$ cat src/hw/rtl/fcsg_pkg.sv
// ----------------------------------------------------------------------------
// fcsg_pkg
// Shared types and constants of the filled circle span generator.
// ----------------------------------------------------------------------------
package fcsg_pkg;

  localparam int MAX_RADIUS_DEF = 64;
  localparam int MAX_RESULTS    = 64;

  localparam int CENTER_W = 15;
  localparam int RADIUS_W = 7;
  localparam int COORD_W  = 16;
  localparam int STEP_W   = 8;
  localparam int DELTA_W  = 8;
  localparam int ERR_W    = 16;
  localparam int COUNT_W  = $clog2(MAX_RESULTS + 1);

  // Request queue between front and back; the depth is a power of two.
  localparam int QUEUE_DEPTH = 2;
  localparam int QPTR_W      = $clog2(QUEUE_DEPTH);
  localparam int QCNT_W      = $clog2(QUEUE_DEPTH + 1);

  typedef struct packed {
    logic signed [CENTER_W-1:0] center_x;
    logic signed [CENTER_W-1:0] center_y;
    logic        [RADIUS_W-1:0] radius;
  } req_t;

endpackage

$ cat src/hw/rtl/fcsg_front.sv
// ----------------------------------------------------------------------------
// fcsg_front
// Accepts circle requests, clamps the radius, drops empty circles and holds
// the rest in a short queue for the span iterator.
// ----------------------------------------------------------------------------
module fcsg_front #(
  parameter int MAX_RADIUS = fcsg_pkg::MAX_RADIUS_DEF
) (
  input  logic                                 clk,
  input  logic                                 rst_n,
  input  logic                                 in_valid,
  output logic                                 in_stall,
  input  logic signed [fcsg_pkg::CENTER_W-1:0] in_center_x,
  input  logic signed [fcsg_pkg::CENTER_W-1:0] in_center_y,
  input  logic        [fcsg_pkg::RADIUS_W-1:0] in_radius_px,
  output logic                                 q_valid,
  output fcsg_pkg::req_t                       q_req,
  input  logic                                 q_pop
);

  fcsg_pkg::req_t                    mem_r [fcsg_pkg::QUEUE_DEPTH];
  logic [fcsg_pkg::QPTR_W-1:0]       wr_ptr_r;
  logic [fcsg_pkg::QPTR_W-1:0]       rd_ptr_r;
  logic [fcsg_pkg::QCNT_W-1:0]       count_r;
  logic [fcsg_pkg::RADIUS_W-1:0]     radius_sat;
  logic                              push;
  logic                              pop;
  fcsg_pkg::req_t                    req_in;

  always_comb begin
    if (in_radius_px > fcsg_pkg::RADIUS_W'(MAX_RADIUS)) begin
      radius_sat = fcsg_pkg::RADIUS_W'(MAX_RADIUS);
    end else begin
      radius_sat = in_radius_px;
    end
    req_in.center_x = in_center_x;
    req_in.center_y = in_center_y;
    req_in.radius   = radius_sat;
  end

  assign in_stall = (count_r == fcsg_pkg::QCNT_W'(fcsg_pkg::QUEUE_DEPTH));
  // A zero radius is taken and dropped here: it produces no spans.
  assign push     = in_valid && !in_stall && (radius_sat != '0);
  assign q_valid  = (count_r != '0);
  assign pop      = q_pop && q_valid;
  assign q_req    = mem_r[rd_ptr_r];

  always_ff @(posedge clk) begin
    if (push) begin
      mem_r[wr_ptr_r] <= req_in;
    end
  end

  always_ff @(posedge clk) begin
    if (!rst_n) begin
      wr_ptr_r <= '0;
      rd_ptr_r <= '0;
      count_r  <= '0;
    end else begin
      if (push) begin
        wr_ptr_r <= wr_ptr_r + 1'b1;
      end
      if (pop) begin
        rd_ptr_r <= rd_ptr_r + 1'b1;
      end
      if (push && !pop) begin
        count_r <= count_r + 1'b1;
      end else if (pop && !push) begin
        count_r <= count_r - 1'b1;
      end
    end
  end

  a_count_bound: assert property (@(posedge clk) disable iff (!rst_n)
    count_r <= fcsg_pkg::QCNT_W'(fcsg_pkg::QUEUE_DEPTH))
    else $error("request queue over capacity");

  a_no_pop_empty: assert property (@(posedge clk) disable iff (!rst_n)
    (count_r == '0) |-> !q_valid)
    else $error("queue presents a request while empty");

  a_pop_drains: assert property (@(posedge clk) disable iff (!rst_n)
    (pop && !push) |=> (count_r == $past(count_r) - 1'b1))
    else $error("queue count did not drop on a pop");

endmodule

$ cat src/hw/rtl/fcsg_back.sv
// ----------------------------------------------------------------------------
// fcsg_back
// Midpoint circle iterator: one step per cycle while the output is not
// stalled, each step written as one span beat into the output register.
// ----------------------------------------------------------------------------
module fcsg_back (
  input  logic                                clk,
  input  logic                                rst_n,
  input  logic                                q_valid,
  input  fcsg_pkg::req_t                      q_req,
  output logic                                q_pop,
  output logic                                out_valid,
  input  logic                                out_stall,
  output logic signed [fcsg_pkg::COORD_W-1:0] out_wide_left,
  output logic signed [fcsg_pkg::COORD_W-1:0] out_wide_right,
  output logic signed [fcsg_pkg::COORD_W-1:0] out_wide_row_low,
  output logic signed [fcsg_pkg::COORD_W-1:0] out_wide_row_high,
  output logic signed [fcsg_pkg::COORD_W-1:0] out_narrow_left,
  output logic signed [fcsg_pkg::COORD_W-1:0] out_narrow_right,
  output logic signed [fcsg_pkg::COORD_W-1:0] out_narrow_row_low,
  output logic signed [fcsg_pkg::COORD_W-1:0] out_narrow_row_high,
  output logic                                out_last_step
);

  localparam int CW = fcsg_pkg::COORD_W;
  localparam int EW = fcsg_pkg::ERR_W;

  logic                                busy_r;
  logic [fcsg_pkg::STEP_W-1:0]         x_r, y_r;
  logic [fcsg_pkg::DELTA_W-1:0]        dx_r, dy_r, diam_r;
  logic signed [EW-1:0]                err_r;
  logic [fcsg_pkg::COUNT_W-1:0]        cnt_r;
  logic signed [fcsg_pkg::CENTER_W-1:0] cx_r, cy_r;

  logic                                out_valid_r, last_r;
  logic signed [CW-1:0]                wl_r, wr_r, wrl_r, wrh_r, nl_r, nr_r, nrl_r, nrh_r;

  logic                                adv;
  logic [fcsg_pkg::STEP_W-1:0]         x_nxt, y_nxt;
  logic [fcsg_pkg::DELTA_W-1:0]        dx_nxt, dy_nxt;
  logic signed [EW-1:0]                err_mid, err_nxt;
  logic [fcsg_pkg::COUNT_W-1:0]        cnt_nxt;
  logic                                more;
  logic signed [CW-1:0]                cx_e, cy_e, x_e, y_e;

  assign q_pop = q_valid && !busy_r;
  assign adv   = busy_r && (!out_valid_r || !out_stall);

  always_comb begin
    x_nxt   = x_r;
    y_nxt   = y_r;
    dx_nxt  = dx_r;
    dy_nxt  = dy_r;
    err_mid = err_r;
    if (err_r <= 0) begin
      y_nxt   = y_r + 1'b1;
      err_mid = err_r + $signed({{(EW-fcsg_pkg::DELTA_W){1'b0}}, dy_r});
      dy_nxt  = dy_r + 8'd2;
    end
    err_nxt = err_mid;
    if (err_mid > 0) begin
      x_nxt   = x_r - 1'b1;
      dx_nxt  = dx_r + 8'd2;
      err_nxt = err_mid + $signed({{(EW-fcsg_pkg::DELTA_W){1'b0}}, dx_nxt})
                        - $signed({{(EW-fcsg_pkg::DELTA_W){1'b0}}, diam_r});
    end
    cnt_nxt = cnt_r + 1'b1;
    more    = (x_nxt >= y_nxt) && (cnt_nxt < fcsg_pkg::COUNT_W'(fcsg_pkg::MAX_RESULTS));
  end

  assign cx_e = CW'(cx_r);
  assign cy_e = CW'(cy_r);
  assign x_e  = $signed({{(CW-fcsg_pkg::STEP_W){1'b0}}, x_r});
  assign y_e  = $signed({{(CW-fcsg_pkg::STEP_W){1'b0}}, y_r});

  always_ff @(posedge clk) begin
    if (!rst_n) begin
      busy_r      <= 1'b0;
      out_valid_r <= 1'b0;
    end else begin
      if (q_pop) begin
        busy_r <= 1'b1;
      end else if (adv) begin
        busy_r <= more;
      end
      if (adv) begin
        out_valid_r <= 1'b1;
      end else if (!out_stall) begin
        out_valid_r <= 1'b0;
      end
    end
  end

  always_ff @(posedge clk) begin
    if (q_pop) begin
      cx_r   <= q_req.center_x;
      cy_r   <= q_req.center_y;
      x_r    <= fcsg_pkg::STEP_W'(q_req.radius) - 1'b1;
      y_r    <= '0;
      dx_r   <= fcsg_pkg::DELTA_W'(1);
      dy_r   <= fcsg_pkg::DELTA_W'(1);
      diam_r <= {q_req.radius, 1'b0};
      err_r  <= EW'(1) - $signed({{(EW-fcsg_pkg::RADIUS_W-1){1'b0}}, q_req.radius, 1'b0});
      cnt_r  <= '0;
    end else if (adv) begin
      x_r   <= x_nxt;
      y_r   <= y_nxt;
      dx_r  <= dx_nxt;
      dy_r  <= dy_nxt;
      err_r <= err_nxt;
      cnt_r <= cnt_nxt;
    end
  end

  always_ff @(posedge clk) begin
    if (adv) begin
      wl_r   <= cx_e - x_e;
      wr_r   <= cx_e + x_e;
      wrl_r  <= cy_e + y_e;
      wrh_r  <= cy_e - y_e;
      nl_r   <= cx_e - y_e;
      nr_r   <= cx_e + y_e;
      nrl_r  <= cy_e + x_e;
      nrh_r  <= cy_e - x_e;
      last_r <= !more;
    end
  end

  assign out_valid           = out_valid_r;
  assign out_wide_left       = wl_r;
  assign out_wide_right      = wr_r;
  assign out_wide_row_low    = wrl_r;
  assign out_wide_row_high   = wrh_r;
  assign out_narrow_left     = nl_r;
  assign out_narrow_right    = nr_r;
  assign out_narrow_row_low  = nrl_r;
  assign out_narrow_row_high = nrh_r;
  assign out_last_step       = last_r;

  a_x_ge_y: assert property (@(posedge clk) disable iff (!rst_n)
    busy_r |-> (x_r >= y_r))
    else $error("iterator running with x below y");

  a_odd_deltas: assert property (@(posedge clk) disable iff (!rst_n)
    busy_r |-> (dx_r[0] && dy_r[0]))
    else $error("step increments lost their odd parity");

  a_count_cap: assert property (@(posedge clk) disable iff (!rst_n)
    busy_r |-> (cnt_r < fcsg_pkg::COUNT_W'(fcsg_pkg::MAX_RESULTS)))
    else $error("iterator ran past the result cap");

  a_last_ends: assert property (@(posedge clk) disable iff (!rst_n)
    (adv && !more) |=> !busy_r)
    else $error("iterator still busy after the final step");

endmodule

$ cat src/hw/rtl/filled_circle_span_generator.sv
// The first span beat of a request is registered after the request queue and
// the loaded iterator state. One span beat per cycle while a circle runs and
// the output is not stalled; the single-step midpoint iterator in the back end
// loads the next circle only after the last step of the current one.
// A zero-radius request is absorbed by the front end and yields no beats.
// Reset (synchronous, rst_n low) empties the request queue and idles the back.
// ----------------------------------------------------------------------------
// filled_circle_span_generator
// Midpoint circle generator producing four horizontal fill spans per step.
// ----------------------------------------------------------------------------
module filled_circle_span_generator #(
  parameter int MAX_RADIUS = fcsg_pkg::MAX_RADIUS_DEF
) (
  input  logic                                 clk,
  input  logic                                 rst_n,
  input  logic                                 in_valid,
  output logic                                 in_stall,
  input  logic signed [fcsg_pkg::CENTER_W-1:0] in_center_x,
  input  logic signed [fcsg_pkg::CENTER_W-1:0] in_center_y,
  input  logic        [fcsg_pkg::RADIUS_W-1:0] in_radius_px,
  output logic                                 out_valid,
  input  logic                                 out_stall,
  output logic signed [fcsg_pkg::COORD_W-1:0]  out_wide_left,
  output logic signed [fcsg_pkg::COORD_W-1:0]  out_wide_right,
  output logic signed [fcsg_pkg::COORD_W-1:0]  out_wide_row_low,
  output logic signed [fcsg_pkg::COORD_W-1:0]  out_wide_row_high,
  output logic signed [fcsg_pkg::COORD_W-1:0]  out_narrow_left,
  output logic signed [fcsg_pkg::COORD_W-1:0]  out_narrow_right,
  output logic signed [fcsg_pkg::COORD_W-1:0]  out_narrow_row_low,
  output logic signed [fcsg_pkg::COORD_W-1:0]  out_narrow_row_high,
  output logic                                 out_last_step
);

  logic           q_valid;
  logic           q_pop;
  fcsg_pkg::req_t q_req;

  fcsg_front #(
    .MAX_RADIUS (MAX_RADIUS)
  ) u_front (
    .clk          (clk),
    .rst_n        (rst_n),
    .in_valid     (in_valid),
    .in_stall     (in_stall),
    .in_center_x  (in_center_x),
    .in_center_y  (in_center_y),
    .in_radius_px (in_radius_px),
    .q_valid      (q_valid),
    .q_req        (q_req),
    .q_pop        (q_pop)
  );

  fcsg_back u_back (
    .clk                 (clk),
    .rst_n               (rst_n),
    .q_valid             (q_valid),
    .q_req               (q_req),
    .q_pop               (q_pop),
    .out_valid           (out_valid),
    .out_stall           (out_stall),
    .out_wide_left       (out_wide_left),
    .out_wide_right      (out_wide_right),
    .out_wide_row_low    (out_wide_row_low),
    .out_wide_row_high   (out_wide_row_high),
    .out_narrow_left     (out_narrow_left),
    .out_narrow_right    (out_narrow_right),
    .out_narrow_row_low  (out_narrow_row_low),
    .out_narrow_row_high (out_narrow_row_high),
    .out_last_step       (out_last_step)
  );

endmodule

$ cat config.mk
export PLATFORM = sky130hd
export DESIGN_NAME = filled_circle_span_generator
export DESIGN_NICKNAME = d
export VERILOG_FILES = /design/src/hw/rtl/fcsg_pkg.sv /design/src/hw/rtl/fcsg_front.sv /design/src/hw/rtl/fcsg_back.sv /design/src/hw/rtl/filled_circle_span_generator.sv
export SDC_FILE = /design/constraint.sdc
export NUM_CORES = 1
export LEC_CHECK = 0
export BUFFER_PORTS_ARGS = -buffer_cell sky130_fd_sc_hd__buf_2
export CORE_ASPECT_RATIO = 2
export CORE_MARGIN = 4
export CORE_UTILIZATION = 35
export CTS_CLUSTER_SIZE = 30
export DETAILED_ROUTE_END_ITERATION = 12
export GPL_ROUTABILITY_DRIVEN = 0
export GPL_TIMING_DRIVEN = 0
export SLEW_MARGIN = 30
export SYNTH_ARGS = -nofsm -noshare
export SYNTH_HDL_FRONTEND = slang
export SYNTH_SLANG_ARGS = --single-unit
$ cat constraint.sdc
create_clock -name clk -period 5.22 [get_ports clk]
set_input_delay 0.261 -clock clk [delete_from_list [all_inputs] [get_ports clk]]
set_output_delay 0.261 -clock clk [all_outputs]
set_load 0.01 [all_outputs]
==> flow_metrics.env <==
export IMPL_hold_class="input port to flip-flop"
export IMPL_die_h_um=306
export IMPL_drt_iter0_drc=564
export IMPL_die_width_um=157
export IMPL_synth_seq_cells=296
export IMPL_root_buffer="clkbuf_16"
export IMPL_clock_sinks=296
export IMPL_drc_errors=0
export IMPL_leakagePower_nw=7.42
export IMPL_wirelength_mm=42.2
export IMPL_dpl_cell_area_mm2=0.0173
export IMPL_synth_edf_count=260
export IMPL_grt_max_degree=52
export IMPL_grt_total_usage_pct=17.1
export IMPL_rsz0062_at_grt="yes"
export IMPL_vias=10826
export IMPL_row_count=109
export IMPL_port_buffers=171
export IMPL_avgSynthCellArea_um2=11.9
export IMPL_overflow=0
export IMPL_p_per_area_mw_per_mm2=734
export IMPL_core_mm2=0.0442
export IMPL_required_ps=5550
export IMPL_synth_distinct_cells=61
export IMPL_min_period_over_period_pct=98.1
export IMPL_dieArea_mm2=0.0482
export IMPL_finalMaxSlewViolations=0
export IMPL_ios=172
export IMPL_crit_path_max_fanout=5
export IMPL_min_period_ps=5120
export IMPL_clock_fmax_mhz=195
export IMPL_synthCells=1311
export IMPL_area_growth_pct=21.2
export IMPL_clkTransAtPathRegs_ps=70
export IMPL_outcome="complete, no violations"
export IMPL_cts_tree="built"
export IMPL_setup_viol_count_final=0
export IMPL_maxCapViolations=0
export IMPL_htree_levels=1
export IMPL_cts_buffer_depth=3
export IMPL_synthArstFlopShare_pct=0
export IMPL_utilization_pct=42.8
export IMPL_finalClockSkew_ps=31.9
export IMPL_viasPerCell=5.04
export IMPL_dr_pass1_iters=5
export IMPL_fillers=4172
export IMPL_first_global_vias=11244
export IMPL_clock_latency_ps=570
export IMPL_dp_hpwl_mm=33.4
export IMPL_yosysWarningCount=0
export IMPL_synth_ff_type="edfxtp_1"
export IMPL_max_slew_worst_pin_slew_ps=963
export IMPL_cp_start_kind="flip-flop"
export IMPL_relSlewSlack_pct=35.2
export IMPL_yosysSeqAreaShare_pct=54.7
export IMPL_final_nets=1733
export IMPL_cts_made_buffers=26
export IMPL_syn_cell_area_mm2=0.0156
export IMPL_drtAntennaViolNets=0
export IMPL_syn_num_nets=1473
export IMPL_critical_path_class="flip-flop to flip-flop"
export IMPL_grt_pass1_wl_mm=63.0
export IMPL_hold_violations=0
export IMPL_start_util_pct=35.3
export IMPL_crit_arrival_ps=5450
export IMPL_wl_per_cell_um=19.6
export IMPL_irDropWorstVdd_mv=0.292
export IMPL_antenna_found_initial=1
export IMPL_critPathCaptureType="flip-flop"
export IMPL_drive_gt1_share_pct=20.9
export IMPL_final_cell_area_mm2=0.0189
per-layer routing:
layer  vias up  global-route usage (%)  share of wire, %
met4         0                    11.0               7.5
met3       116                    1.60               3.6
met5         -                       0                 0
li1       5186                       -                 -
met1      5232                    15.1                31
met2       292                    34.8                57
flip-flops by register name (all words and copies together) (netlist names), 16 cells and up, named ones only:
register,count
u_back.out_narrow_right,16
u_back.err_r,16
u_front.mem_r,74
u_back.out_narrow_row_high,16
u_back.out_wide_left,16
u_back.out_wide_row_high,16
logic make-up after synthesis:
| logic type | count (synthesis) | share of synthesized area (%) |
|---|---|---|
| buf+inv | 147 | 3.68 |
| compound gates | 227 | 9.27 |
| simple gates | 321 | 9.97 |
| fa+ha+maj | 121 | 10.5 |
| mux | 46 | 3.29 |
| xor+xnor | 153 | 8.60 |
| flops | 296 | 54.7 |
synth_stat cells (all sizes together), types with 32 or more instances:
| master | instances | share of area, % |
|---|---|---|
| nand3 | 32 | 1.0 |
| mux2 | 39 | 2.8 |
| nor2 | 97 | 2.3 |
| nand2 | 60 | 1.4 |
| o21ai | 57 | 1.8 |
| edfxtp | 260 | 50 |
| dfxtp | 36 | 4.6 |
| xor2 | 49 | 2.8 |
| inv | 107 | 2.6 |
| xnor2 | 104 | 5.8 |
| ha | 105 | 8.4 |
| a21oi | 70 | 2.2 |
per-stage QoR:
| stage | hold slack, ps | instances | worst slack [ps] | total power [mW] | TNS, ps |
|---|---|---|---|---|---|
| after floorplan | 360 | 1311 | 222 | 9.20 | 0 |
| after global placement | 452 | 2037 | -1560 | 11.5 | -158730 |
| after detailed placement | 455 | 2042 | -1220 | 11.6 | -2580 |
| after CTS | 46.2 | 2138 | 5.76 | 13.9 | 0 |
| after global routing | 73.4 | 2147 | -121 | 14.8 | -199 |
| final | 75.2 | 2147 | 97.3 | 13.9 | 0 |
cell type report:
| class | count | area, µm² | share of cell area, % |
|---|---|---|---|
| diodes | 1 | 2.50 | 0.0132 |
| plain buffers | 39 | 189 | 1.00 |
| clock buffers | 34 | 783 | 4.14 |
| clock inverters | 14 | 160 | 0.847 |
| inverters | 108 | 405 | 2.14 |
| multi-input cells | 868 | 6660 | 35.2 |
| flip-flops and latches | 296 | 8530 | 45.1 |
| well taps | 555 | 694 | 3.67 |
| repair buffers | 232 | 1470 | 7.80 |
layout by cell type (no fill, tap or decap), types with 8 or more instances in the layout:
cell type      count
a21o_1             8
a21oi_1           66
and3_1            22
buf_2            174
buf_4             27
clkbuf_1          21
clkbuf_16         28
dfxtp_1           35
dlygate4sd3_1     33
edfxtp_1         260
fa_1              16
ha_1             103
inv_1            106
mux2_2            38
nand2_1           60
nand2b_1          13
nand3_1           31
nand4_1            9
nor2_1            93
nor2b_1           22
nor3_1            29
o21a_1            10
o21ai_0           44
o21ai_1           10
o21bai_1          30
xnor2_1           99
xor2_1            48
power by group:
group	internal, mW	switching [mW]	leakage (nW)
clock	1.17	0.915	0.462
combinational	2.90	4.46	4.22
sequential	3.94	0.499	2.73
critical path: stages, from the launching register on:
cell and delay [ps]:
edfxtp_1 390, buf_4 170, ha_4 280, o21ai_1 80, o21ai_1 200, a31o_1 220
a21oi_2 80, or3_4 380, nor2_2 120, xor2_1 200, inv_1 90, ha_1 220
and4_1 180, o211ai_1 170, o41ai_4 130, buf_4 190, buf_4 150, or4_4 430
xnor2_2 160, ha_1 290, a21oi_2 60, nor2b_1 150, o21ai_1 100, a21oi_2 190
o21ai_2 80, buf_4 160
worst paths after layout:
check / to / from / cells after the start / slack (ps)
hold / removal: u_front.mem_r[1][5] / in_radius_px[5] / 2 / 80
setup reg to reg: u_back.out_last_step / u_back.err_r[3] / 25 / 100
setup / recovery: u_back.out_last_step / u_back.err_r[3] / 25 / 100
hold reg to reg: u_back.cnt_r[6] / u_back.cnt_r[6] / 2 / 490
what timing repair did:
item                                    in CTS  in global routing
hold endpoints to repair                    67                  0
hold buffers                                33                  0
endpoints found under the setup margin       3                  5
resized for setup                           23                 17
setup buffers                               15                  8
pin swaps                                   10                  6
Note: power is estimated with default switching activity, not from simulation.
